===== config.mk =====
export PLATFORM = sky130hd
export DESIGN_NAME = grte_div
export DESIGN_NICKNAME = d
export VERILOG_FILES = /design/src/rtl/core/grte_pkg.sv /design/src/rtl/core/grte_div.sv
export SDC_FILE = /design/constraint.sdc
export NUM_CORES = 1
export LEC_CHECK = 0
export BUFFER_PORTS_ARGS = -buffer_cell sky130_fd_sc_hd__buf_2
export CAP_MARGIN = 0
export CORE_ASPECT_RATIO = 1.5
export CORE_UTILIZATION = 25
export DETAILED_ROUTE_END_ITERATION = 12
export GPL_ROUTABILITY_DRIVEN = 0
export GPL_TIMING_DRIVEN = 0
export SYNTH_ARGS = -nofsm -noshare
export SYNTH_HDL_FRONTEND = slang
export SYNTH_SLANG_ARGS = --single-unit

===== constraint.sdc =====
create_clock -name clock -period 2.7 [get_ports clock]
set_input_delay 0.675 -clock clock [delete_from_list [all_inputs] [get_ports clock]]
set_output_delay 0.675 -clock clock [all_outputs]
set_load 0.01 [all_outputs]

===== src/rtl/core/grte_pkg.sv =====
package grte_pkg;

   localparam int GridWDefault = 128;
   localparam int GridHDefault = 128;

   localparam logic [1:0] StatusWrite = 2'd0;
   localparam logic [1:0] StatusEdge  = 2'd1;
   localparam logic [1:0] StatusLeft  = 2'd2;
   localparam logic [1:0] StatusZero  = 2'd3;

   localparam logic OpWrite = 1'b0;
   localparam logic OpRay   = 1'b1;

   localparam logic [1:0] CsrGridWidth  = 2'd0;
   localparam logic [1:0] CsrGridHeight = 2'd1;
   localparam logic [1:0] CsrPixelSize  = 2'd2;

   typedef struct packed {
      logic        op;
      logic [6:0]  pixel_x;
      logic [6:0]  pixel_y;
      logic [31:0] pixel_color;
      logic signed [23:0] start_x;
      logic signed [23:0] start_y;
      logic signed [23:0] dir_x;
      logic signed [23:0] dir_y;
   } req_type;

   typedef struct packed {
      logic [1:0] status;
      logic [6:0] end_x;
      logic [6:0] end_y;
   } rsp_type;

   // unsigned divider handshake
   typedef struct packed {
      logic        start;
      logic [47:0] num;
      logic [23:0] den;
   } div_req_type;

   typedef struct packed {
      logic        done;
      logic [47:0] quo;
      logic [23:0] rem;
   } div_rsp_type;

endpackage


===== src/rtl/core/grte_div.sv =====
module grte_div (
   input  logic                  clock,
   input  logic                  reset,
   input  grte_pkg::div_req_type div_req,
   output grte_pkg::div_rsp_type div_rsp
);
   import grte_pkg::*;

   logic [47:0] quo_ff, quo_in;
   logic [24:0] rem_ff, rem_in;
   logic [23:0] den_ff, den_in;
   logic [5:0]  cnt_ff, cnt_in;
   logic        busy_ff, busy_in;
   logic        done_ff, done_in;
   logic [25:0] shifted;

   // restoring division, one quotient bit a cycle
   always_comb begin
      quo_in  = quo_ff;
      rem_in  = rem_ff;
      den_in  = den_ff;
      cnt_in  = cnt_ff;
      busy_in = busy_ff;
      done_in = 1'b0;
      shifted = {rem_ff, quo_ff[47]};
      if (div_req.start) begin
         quo_in  = div_req.num;
         rem_in  = '0;
         den_in  = div_req.den;
         cnt_in  = 6'd48;
         busy_in = 1'b1;
      end else if (busy_ff) begin
         if (shifted[25:0] >= {2'b0, den_ff}) begin
            rem_in = shifted[24:0] - {1'b0, den_ff};
            quo_in = {quo_ff[46:0], 1'b1};
         end else begin
            rem_in = shifted[24:0];
            quo_in = {quo_ff[46:0], 1'b0};
         end
         cnt_in = cnt_ff - 6'd1;
         if (cnt_ff == 6'd1) begin
            busy_in = 1'b0;
            done_in = 1'b1;
         end
      end
   end

   always_ff @(posedge clock) begin
      quo_ff <= quo_in;
      rem_ff <= rem_in;
      den_ff <= den_in;
      if (reset) begin
         cnt_ff  <= '0;
         busy_ff <= 1'b0;
         done_ff <= 1'b0;
      end else begin
         cnt_ff  <= cnt_in;
         busy_ff <= busy_in;
         done_ff <= done_in;
      end
   end

   assign div_rsp.done = done_ff;
   assign div_rsp.quo  = quo_ff;
   assign div_rsp.rem  = rem_ff[23:0];

endmodule


==> results.md, run 1 <==
* Post-synth net total at 614
* Hold-critical path endpoint: den_ff[8]
* Drt first pass iters at 4
* Final WL at 15300 um
* Hold depth at 1
* Yosys top cell area share at between 30% and 40%
* Worst setup SP type: flip-flop
* Critical path origin: quo_ff[47]
* Initial DRC Count at 128
* RR Startpoint: quo_ff[47]
* Post-detailed-route count of antenna-violating nets at 0
* Initial Utilization at between 20% and 30%
* Initial antenna violation count at 2
* Commonest non-fill, non-tap cell in the layout: buf_2
* Vias after detailed routing at roughly 4500
* Post-synth EDFFs at 72
* Nets at approximately 790
* Ys flop type: edfxtp_1
* Final Power at a little under 5 mW
* Die area at 0.0239 mm^2
* Buf+Inv Stages, Crit Path at 3
* Final worst slack at 0.123 ns
* CTS tree: yes
* Wire per inst at 15.8 um
* Clock root buffer: clkbuf_16
* CTS max path bufs at 2
* Clk sinks at 105
* Hold Crit Class: primary input to flip-flop
* Die Y at 189 um
* LEAKAGE at 3.23 nW
* Drt via density at 4.59
* Final Util at 32.6%
* Slew @ Worst Pin at 0.738 ns
* CP Capture Type: flip-flop
* Final setup fails at 0
* Synthesized area at 0.00582 mm^2
* Stages on worst setup path at 12
* Synthesis-to-finish area growth at 28.8%
* Slowest stage cell, crit path: edfxtp_1
* Area contributors post-synth: edfxtp_1, dfxtp_1, mux2_2, ha_1, buf_4
* DPL Wire Length at between 10000 and 15000 um
* Largest area contributor in the netlist: edfxtp_1
* First-pass GRT wire length at 23900 um
* Total of max-cap violations at 0
* Most frequent cells in the layout: buf_2, edfxtp_1, mux2_2, buf_4, nor2_1
* RSZ-0062 raised after global routing: true
* Placed instance count at around 940
* Worst Path Required at about 2.8 ns
* Core Region at 0.0230 mm^2
* Fmax at 0.388 GHz
* Synth unique cells at 65
* Ratio of cells with drive above 1 in the final layout at 42.4%
* Number of I/O pins at about 150
* YS warnings at 0
* Clk slew on worst S/H paths at 0.07 ns
* Pwr dens at about 640 mW/mm^2
* # port buffers at 146
* Final Skew at 0.0108 ns
* H-tree levels at 3
* CP peak stage delay at 0.43 ns
* Rows at 68
* Reg2Reg Capture Point: quo_ff[0]
* Die width at 127 um
* Vias in the first global route at 4664
* Async S/R FF share, synth at 0%
* Avg Inst Size Synth at 11.4 um^2
* Most used cell, CP: inv_2
* CP delay by family, top: compound AO/OA/AOI/OAI gates
* Worst Reg-to-Reg Cells at 12
* Worst reg-to-reg setup slack at 0.12 ns
* Grt total ovfl at 0
* Final hold viol count at 0
* Fin crit share at around 95%
* Crit-path max FO at 7
* Sequential fraction of the synthesis area at 48.5%
* Crit path cell chain: inv_2 -> ha_4 -> inv_2 -> fa_2 -> a21oi_4 -> o2bb2ai_4 -> o21ai_4 -> nor3_2 -> o21bai_4 -> nand2_4 -> buf_8 -> mux2_4
* Clk_lat worst skew at 0.36 ns
* Worst slew margin at 50.8%
* Setup Crit Path Kind: flip-flop to flip-flop
* Final non-filler cell total at a little under 1000
* Post-Place Setup Slack at -1.10 ns
* Status: complete, no violations
* Hold Path Origin: div_req[8]
* Final min period at 2.58 ns
* Total Routing Usage GR at 13.2%
* Final Max Tran Viols at 0
* Mapped Cells at 512
* Yosys reg bits at roughly 110
* Hold buffers post-CTS at 0
* Largest net degree at the start of global routing at 26
* Worst Path Arrival at 2.69 ns
* TritonCTS Buffers at 9
* Worst vdd ir at between 0.0003 and 0.0004 V
* Post-route DRC violation count at 0
## where the power goes
| part | internal (mW) | switching, mW |
|---|---|---|
| logic | 0.639 | 0.673 |
| clock network | 0.894 | 0.613 |
| registers | 1.90 | 0.108 |
| total | 3.43 | 1.39 |
## worst max-delay path by stage
stage                     slack (ns)          to
after floorplan                 0.02   quo_ff[0]
after global routing           -0.03  rem_ff[14]
after CTS                     -0.002   quo_ff[0]
after detailed placement       -1.10  quo_ff[36]
after global placement         -1.07  quo_ff[36]
final                           0.12   quo_ff[0]
## area by class of cell
cell class / count / area, um^2
Clock inverter: 4 / 72.6
Tap cell: 280 / 350
Inverter: 37 / 139
Clock buffer: 12 / 268
Sequential cell: 105 / 2820
Multi-Input combinational cell: 324 / 2690
Fill cell: 2383 / 15500
Antenna cell: 1 / 2.50
Buffer: 47 / 313
Timing Repair Buffer: 160 / 838
## timing repair
item,4_1_cts,5_1_grt
setup buffers,10,4
gates cloned,1,0
resized for setup,19,9
hold endpoints to repair,0,0
endpoints found under the setup margin,77,25
pin swaps,5,12
## flip-flops by register name, indices dropped and copies added, names as in the netlist
name / cells
quo_ff: 48
busy_ff: 1
cnt_ff: 6
den_ff: 24
done_ff: 1
rem_ff: 25
## per-layer routing
metal / GRT usage (%) / vias up / part of all wire (%)
met4: 5.84 / 2 / 1.8
met5: 0 / - / 0.072
li1: - / 2189 / -
met1: 13.6 / 2129 / 39
met3: 3.14 / 17 / 5.5
met2: 24.9 / 120 / 54
## cells by family (layout without fill, tap and decap cells)
logic type	after synthesis	count (layout)	share of synthesized area (%)
other	0	1	0
AND/OR/NAND/NOR	112	113	9.44
adder cells (fa/ha/maj)	27	27	5.93
AO/OA/AOI/OAI	94	94	12.6
XOR/XNOR	25	25	3.76
multiplexers	65	65	12.3
flip-flops	105	105	48.5
buffers and inverters	84	260	7.52
## worst register-to-register path, delay by kind of cell, from the launching register on
family	cells	cell delay, ns
AOI/OAI and AO/OA	4	0.65
buffers and inverters	3	0.30
DFF	1	0.43
and+or+nand+nor	2	0.20
muxes	1	0.26
adders and majority gates	2	0.50
## cells in the mapped netlist (11+ instances only)
cell	number
inv_1	37
edfxtp_1	72
dfxtp_1	33
ha_1	26
a21oi_1	22
mux2_2	48
mux2i_1	16
xnor2_1	17
buf_4	26
nand3_1	11
nand2_1	28
nor2_1	36
nor3_1	11
a211oi_1	13
## through the flow
stage | hold WS, ns | area [um^2] | TNS, ns
after CTS | 0.472 | 7410 | -0.00165
after floorplan | 0.469 | 5830 | 0
final | 0.489 | 7500 | 0
after global routing | 0.475 | 7490 | -0.0595
after detailed placement | 0.510 | 6910 | -75.01
after global placement | 0.495 | 6910 | -69.38
No activity file was read; power rests on OpenSTA's default activity.
==> inputs of run 2 (changes only) <==
--- a/config.mk
+++ b/config.mk
@@ -5,6 +5,7 @@
 export SDC_FILE = /design/constraint.sdc
 export NUM_CORES = 1
 export LEC_CHECK = 0
+export ABC_AREA = 1
 export BUFFER_PORTS_ARGS = -buffer_cell sky130_fd_sc_hd__buf_2
 export CAP_MARGIN = 0
 export CORE_ASPECT_RATIO = 1.5
==> run 2 against run 1 <==
Sequential share of layout area shrank 2.0 points. Combinational power grew 5%. Clock-buffer cell count shrank 3. Critical path type is now primary input to flip-flop. Critical endpoint is now quo_ff[12]. Largest power group unchanged. Highest routed layer is now met4.
==> results.md, run 2 <==
* Post-synth EDFFs at 72 (unchanged)
* Pwr dens at 597 mW/mm^2 (was 644 mW/mm^2)
* Fmax at 0.408 GHz (was 0.388 GHz)
* Top Layer Used: met4 (was met5)
* Final setup fails at 0 (unchanged)
* Clk slew on worst S/H paths at 0.08 ns (was 0.07 ns)
* Drt via density at 4.27 (was 4.59)
* Final hold viol count at 0 (unchanged)
* Clock root buffer: clkbuf_16 (unchanged)
* Final Skew at 0.0171 ns (was 0.0108 ns)
* Post-detailed-route count of antenna-violating nets at 0 (unchanged)
* Mapped Cells at 884 (was 512)
* Total Routing Usage GR at 14.5% (was 13.2%)
* Pint at 3.08 mW (was 3.43 mW)
* H-tree levels at 3 (unchanged)
* Status: complete, no violations (unchanged)
* Placed instance count at 1359 (was 938)
* Area contributors post-synth: edfxtp_1, nand2_1, dfxtp_1, inv_1, ha_1 (was edfxtp_1, dfxtp_1, mux2_2, ha_1, buf_4)
* Clk sinks at 105 (unchanged)
* Clk pwr share at 28.5% (was 31.2%)
* Hold Crit Class: primary input to flip-flop (unchanged)
* Fin crit share at 90.7% (was 95.4%)
* Drt first pass iters at 7 (was 4)
* Slowest stage cell, crit path: buf_4 (was edfxtp_1)
* Cell Area, Placed at 0.00761 mm^2 (was 0.00691 mm^2)
* Yosys reg bits at 105 (unchanged)
* # port buffers at 147 (was 146)
* Worst setup SP type: primary input (was flip-flop)
* Async S/R FF share, synth at 0% (unchanged)
* First-pass GRT wire length at 29400 um (was 23900 um)
* Worst Path Arrival at 2.46 ns (was 2.69 ns)
* Die width at 133 um (was 127 um)
* Met3 WL post-DR at 1060 um (was 844 um)
* Wire per inst at 13.4 um (was 15.8 um)
* Rows at 71 (was 68)
* Setup Crit Path Kind: primary input to flip-flop (was flip-flop to flip-flop)
* Logic pwr share at 29.1% (was 27.2%)
* Grt total ovfl at 0 (unchanged)
* Post-synth net total at 986 (was 614)
* Initial antenna violation count at 0 (was 2)
* Core Region at 0.0252 mm^2 (was 0.0230 mm^2)
* Vias in the first global route at 6007 (was 4664)
* Worst vdd ir at 0.000324 V (was 0.000328 V)
* Clk_lat worst skew at 0.37 ns (was 0.36 ns)
* CP peak stage delay at 0.58 ns (was 0.43 ns)
* Slew @ Worst Pin at 0.760 ns (was 0.738 ns)
* Nets at 1144 (was 786)
* Largest area contributor in the netlist: edfxtp_1 (unchanged)
* Sequential fraction of the synthesis area at 43.7% (was 48.5%)
* Biggest regs: quo_ff: 48 flops, rem_ff: 25 flops, den_ff: 24 flops (unchanged)
* Synthesized area at 0.00646 mm^2 (was 0.00582 mm^2)
* Yosys top cell area share at 33.4% (was 37.1%)
* Synth unique cells at 39 (was 65)
* Ratio of cells with drive above 1 in the final layout at 20.7% (was 42.4%)
* Met2 WL at 9250 um (was 8240 um)
* Post-route DRC violation count at 0 (unchanged)
* Synthesis-to-finish area growth at 22.4% (was 28.8%)
* Initial DRC Count at 216 (was 128)
* Total of max-cap violations at 0 (unchanged)
* Avg Inst Size Synth at 7.31 um^2 (was 11.4 um^2)
* RSZ-0062 raised after global routing: false (was true)
* Most frequent cells in the layout: nand2_1, buf_2, inv_1, edfxtp_1, nand3_1 (was buf_2, edfxtp_1, mux2_2, buf_4, nor2_1)
* Final Max Tran Viols at 0 (unchanged)
* Die Y at 199 um (was 189 um)
* Net Sw Frac at 34.7% (was 28.9%)
* LEAKAGE at 4.22 nW (was 3.23 nW)
* Vias after detailed routing at 5867 (was 4457)
* CTS tree: yes (unchanged)
* Die area at 0.0265 mm^2 (was 0.0239 mm^2)
* Crit path cell chain: buf_2 -> clkbuf_1 -> nor2_1 -> inv_1 -> buf_4 (was inv_2 -> ha_4 -> inv_2 -> fa_2 -> a21oi_4 -> o2bb2ai_4 -> o21ai_4 -> nor3_2 -> o21bai_4 -> nand2_4 -> buf_8 -> mux2_4)
* Switch Pwr at 1.64 mW (was 1.39 mW)
* Largest reg by FF count: quo_ff (unchanged)
* Design Area, Final at 0.00791 mm^2 (was 0.00750 mm^2)
* Largest net degree at the start of global routing at 58 (was 26)
* Final Power at 4.72 mW (was 4.83 mW)
* Initial Utilization at 25.6% (was 25.3%)
* Worst Path Required at 2.71 ns (was 2.81 ns)
* CP Capture Type: flip-flop (unchanged)
* Max reg flops at 48 (unchanged)
* Crit-path max FO at 57 (was 7)
* WL met1 at 7300 um (was 5950 um)
* Commonest non-fill, non-tap cell in the layout: nand2_1 (was buf_2)
* Ys flop type: edfxtp_1 (unchanged)
* Worst slew margin at 48.8% (was 50.8%)
* Post-CTS Setup Repair Bufs at 0 (was 10)
* Post-synth top cells: nand2_1, inv_1, edfxtp_1 (was edfxtp_1, mux2_2, inv_1)
* Final non-filler cell total at 1375 (was 970)
* Number of I/O pins at 148 (unchanged)
* YS warnings at 0 (unchanged)
* Most common cell in the netlist: nand2_1 (was edfxtp_1)
* TritonCTS Buffers at 9 (unchanged)
* Final min period at 2.45 ns (was 2.58 ns)
* DPL Wire Length at 14300 um (was 11400 um)
* Final WL at 18500 um (was 15300 um)
* N_diodes at 0 (was 1)
* CTS max path bufs at 2 (unchanged)
* Part of the power in registers at 42.4% (was 41.6%)
==> run 2: cell types whose count changed in the layout (fill, tap and decap cells not counted), moves of 8 or more <==
cell,previous run,this run
o21ai_0,4,12
a211oi_1,12,0
mux2i_1,16,0
buf_4,40,28
inv_1,35,140
mux2_2,47,0
a21o_1,10,0
nand2_1,28,370
nand3_1,11,61
nand3b_1,1,10
xnor2_1,17,8
nor2_1,36,44
==> run 2: layout make-up <==
class	instances	area [um^2]
plain buffers	47	307
clock buffers	9	225
clock inverters	7	70.1
fillers	2786	17300
inverters	141	529
multi-input cells	591	2810
flip-flops and latches	105	2820
well taps	328	410
repair buffers	147	736
==> run 2: critical path, delay by kind of cell <==
family	cells	cell delay [ns]
AND/OR/NAND/NOR	1	0.20
buffers and inverters	4	1.52
==> run 2: kinds of logic after synthesis <==
kind of cell	Yosys count	synth area share (%)
simple gates	512	32.9
buf+inv	188	12.9
flops	105	43.7
compound gates	42	3.87
fa+ha+maj	27	5.34
xor+xnor	10	1.36
==> run 2: metal layers <==
layer	GRT usage, %	vias up
met5	0	-
met4	9.26	0
met3	3.67	50
met2	26.0	172
met1	14.9	2603
li1	-	3042
==> run 2: power groups by stage <==
stage | sequential, mW | clock [mW] | combinational, mW
6_report | 2.00 | 1.34 | 1.37
3_5_place_dp | 2.04 | 0 | 1.38
4_1_cts | 2.01 | 1.39 | 1.38
3_3_place_gp | 2.04 | 0 | 1.37
2_1_floorplan | 2.05 | 0 | 0.901
5_1_grt | 2.03 | 1.44 | 1.55
==> run 2: path summary, 6_finish.rpt <==
path         cells after the start   startpoint  slack [ns]          to
max                              5  div_req[72]        0.25  quo_ff[12]
min                              1  div_req[11]        0.47  den_ff[11]
max reg2reg                     11   quo_ff[47]        0.26  rem_ff[14]
min reg2reg                      2   rem_ff[15]        0.49  rem_ff[15]
==> run 2: timing repair <==
| item | in CTS | in global routing |
|---|---|---|
| resized for setup | 0 | 1 |
| hold buffers | 0 | 0 |
| setup endpoints to repair | 0 | 39 |
==> run 2: through the flow <==
stage	util (%)	setup TNS [ns]	hold slack (ns)	worst slack (ns)
after floorplan	-	0	0.457	0.542
after CTS	31.3	0	0.459	0.0934
after global placement	30.2	-40.64	0.472	-0.738
final	31.3	0	0.473	0.251
after detailed placement	30.2	-18.49	0.483	-0.337
after global routing	31.3	0	0.465	0.0506
==> inputs of run 3 (changes only) <==
==> constraint.sdc (replaced) <==
create_clock -name clock -period 2.1 [get_ports clock]
set_input_delay 0.525 -clock clock [delete_from_list [all_inputs] [get_ports clock]]
set_output_delay 0.525 -clock clock [all_outputs]
set_load 0.01 [all_outputs]
==> run 3 against run 2 <==
The run now ends with negative setup slack left. Largest power group unchanged. Core utilization increased by 3.2 points. Critical endpoint is now rem_ff[14]. Non-clock buffer count increased by 29. Highest routed layer unchanged. Clock-buffer cell count unchanged.
==> results.md, run 3 (synthesis results as in run 2) <==
* Met2 usage at 27.4% (was 26.0%)
* RSZ-0062 raised after global routing: true (was false)
* Cell Area, Placed at 0.00761 mm^2 (unchanged)
* Final WL at 19700 um (was 18500 um)
* Die width at 133 um (unchanged)
* Initial antenna violation count at 0 (unchanged)
* Placed instance count at 1359 (unchanged)
* First-pass GRT wire length at 31000 um (was 29400 um)
* Max reg flops at 48 (unchanged)
* Buf+Inv Stages, Crit Path at 4 (unchanged)
* Final Max Tran Viols at 0 (unchanged)
* Fmax at between 0.4 and 0.5 GHz
* Initial Utilization at 25.6% (unchanged)
* Ratio of cells with drive above 1 in the final layout at 29.8% (was 20.7%)
* Die Y at 199 um (unchanged)
* CP Capture Type: flip-flop (unchanged)
* Vias in the first global route at 6215 (was 6007)
* Post-route DRC violation count at 0 (unchanged)
* Most frequent cells in the layout: nand2_1, buf_2, inv_1, edfxtp_1, nand3_1 (unchanged)
* Total of max-cap violations at 0 (unchanged)
* Synthesis-to-finish area growth at 34.8% (was 22.4%)
* H-tree levels at 3 (unchanged)
* Worst Path Arrival at 2.43 ns (was 2.46 ns)
* Global routing usage on met1 at 15.7% (was 14.9%)
* Biggest regs: quo_ff: 48 flops, rem_ff: 25 flops, den_ff: 24 flops (unchanged)
* TritonCTS Buffers at 9 (unchanged)
* Pwr dens at 754 mW/mm^2 (was 597 mW/mm^2)
* Worst Path Required at 2.41 ns (was 2.71 ns)
* Worst slew margin at 54.2% (was 48.8%)
* Failing checks: negative setup slack
* Drt first pass iters at 7 (unchanged)
* Core Region at 0.0252 mm^2 (unchanged)
* DPL Wire Length at 14300 um (unchanged)
* Largest reg by FF count: quo_ff (unchanged)
* Final worst slack at -0.0269 ns (was 0.251 ns)
* Grt total ovfl at 0 (unchanged)
* Design Area, Final at 0.00872 mm^2 (was 0.00791 mm^2)
* Wire per inst at 14.0 um (was 13.4 um)
* LEAKAGE at 4.44 nW (was 4.22 nW)
* Status: finished, violations left (was complete, no violations)
* CP delay by family, top: simple AND/OR/NAND/NOR gates (was buffers and inverters)
* Clk_lat worst skew at 0.37 ns (about the same)
* CP peak stage delay at 0.43 ns (was 0.58 ns)
* Crit path cell chain: inv_2 -> ha_4 -> inv_2 -> fa_2 -> nand3_2 -> nand3_4 -> nand3b_4 -> nand2_8 -> buf_12 -> buf_16 -> nand2_1 -> nand3_2 -> o21ai_1 (was buf_2 -> clkbuf_1 -> nor2_1 -> inv_1 -> buf_4)
* N_diodes at 0 (unchanged)
* Worst vdd ir at 0.000419 V (was 0.000324 V)
* Final setup fails at 2 (was 0)
* Slew @ Worst Pin at 0.685 ns (was 0.760 ns)
* Initial DRC Count at 239 (was 216)
* Vias after detailed routing at 6116 (was 5867)
* Clock root buffer: clkbuf_16 (unchanged)
* Clk slew on worst S/H paths at 0.08 ns (about the same)
* Final non-filler cell total at 1404 (was 1375)
* Worst setup SP type: flip-flop (was primary input)
* Final min period at 2.13 ns
* Commonest non-fill, non-tap cell in the layout: nand2_1 (unchanged)
* Total Routing Usage GR at 15.3% (was 14.5%)
* Largest net degree at the start of global routing at 58 (unchanged)
* Clk sinks at 105 (unchanged)
* CTS max path bufs at 2 (unchanged)
* Rows at 71 (unchanged)
* Nets at 1173 (was 1144)
* Drt via density at 4.36 (was 4.27)
* Die area at 0.0265 mm^2 (unchanged)
* Final hold viol count at 0 (unchanged)
* Crit-path max FO at 6 (was 57)
* CTS tree: yes (unchanged)
* Number of I/O pins at 148 (unchanged)
* GR Layer Usage met3 at 4.15% (was 3.67%)
* Post-detailed-route count of antenna-violating nets at 0 (unchanged)
* Hold Crit Class: primary input to flip-flop (unchanged)
* Most utilized layer in the global route result: met2 (unchanged)
* Fin crit share at 101%
* Final Skew at 0.0155 ns (was 0.0171 ns)
* Hold buffers post-CTS at 0 (unchanged)
* # port buffers at 147 (unchanged)
* Slowest stage cell, crit path: edfxtp_1 (was buf_4)
* Setup Crit Path Kind: flip-flop to flip-flop (was primary input to flip-flop)
[run 3: what timing repair did]
action / in CTS / in global routing
cloned: 2 / 0
buffers inserted: 25 / 7
setup endpoints to repair: 118 / 30
gates resized for setup: 50 / 65
pin swaps: 9 / 25
hold endpoints to repair: 0 / 0
[run 3: worst register-to-register path, stage by stage (launching register included)]
cell and delay [ns]:
edfxtp_1 0.43, inv_2 0.11, ha_4 0.14, inv_2 0.03, fa_2 0.37, nand3_2 0.10
nand3_4 0.12, nand3b_4 0.20, nand2_8 0.09, buf_12 0.13, buf_16 0.13, nand2_1 0.07
nand3_2 0.06, o21ai_1 0.08
[run 3: where the power goes]
part | total, mW | internal (mW) | switching, mW
combinational | 2.25 | 0.993 | 1.25
sequential | 2.60 | 2.44 | 0.157
clock | 1.72 | 0.840 | 0.885
total | 6.57 | 4.28 | 2.30
[run 3: layer usage]
metal,part of all wire (%),vias to the layer above
met5,0,-
met4,5.4,0
met3,5.7,58
met2,51,184
met1,38,2771
li1,-,3103
[run 3: area by class of cell]
type	instances	area, um^2
sequential	105	2820
inverter	141	529
multi-input combinational	591	3310
clock inverter	7	70.1
fill	2676	16500
timing repair buffer	178	1040
buffer	45	310
tap	328	410
clock buffer	9	225
[run 3: per-stage QoR]
step                      setup WS (ns)  power (mW)  TNS (ns)  utilization, %  hold slack [ns]
after floorplan                  0.0431        3.80         0               -            0.457
after global placement            -1.19        4.38    -89.22            30.2            0.472
after detailed placement         -0.787        4.39    -70.26            30.2            0.483
after CTS                       -0.0641        6.46    -0.316            33.6            0.309
after global routing            -0.0935        6.98     -1.09            34.5            0.311
final                           -0.0269        6.57   -0.0276            34.5            0.323
[run 3: path summary, 6_finish.rpt]
kind,from,end,slack (ns),cells past startpoint
setup / recovery,quo_ff[47],rem_ff[14],-0.03,13
setup reg to reg,quo_ff[47],rem_ff[14],-0.03,13
hold reg to reg,cnt_ff[0],cnt_ff[0],0.50,2
hold / removal,div_req[11],den_ff[11],0.32,1
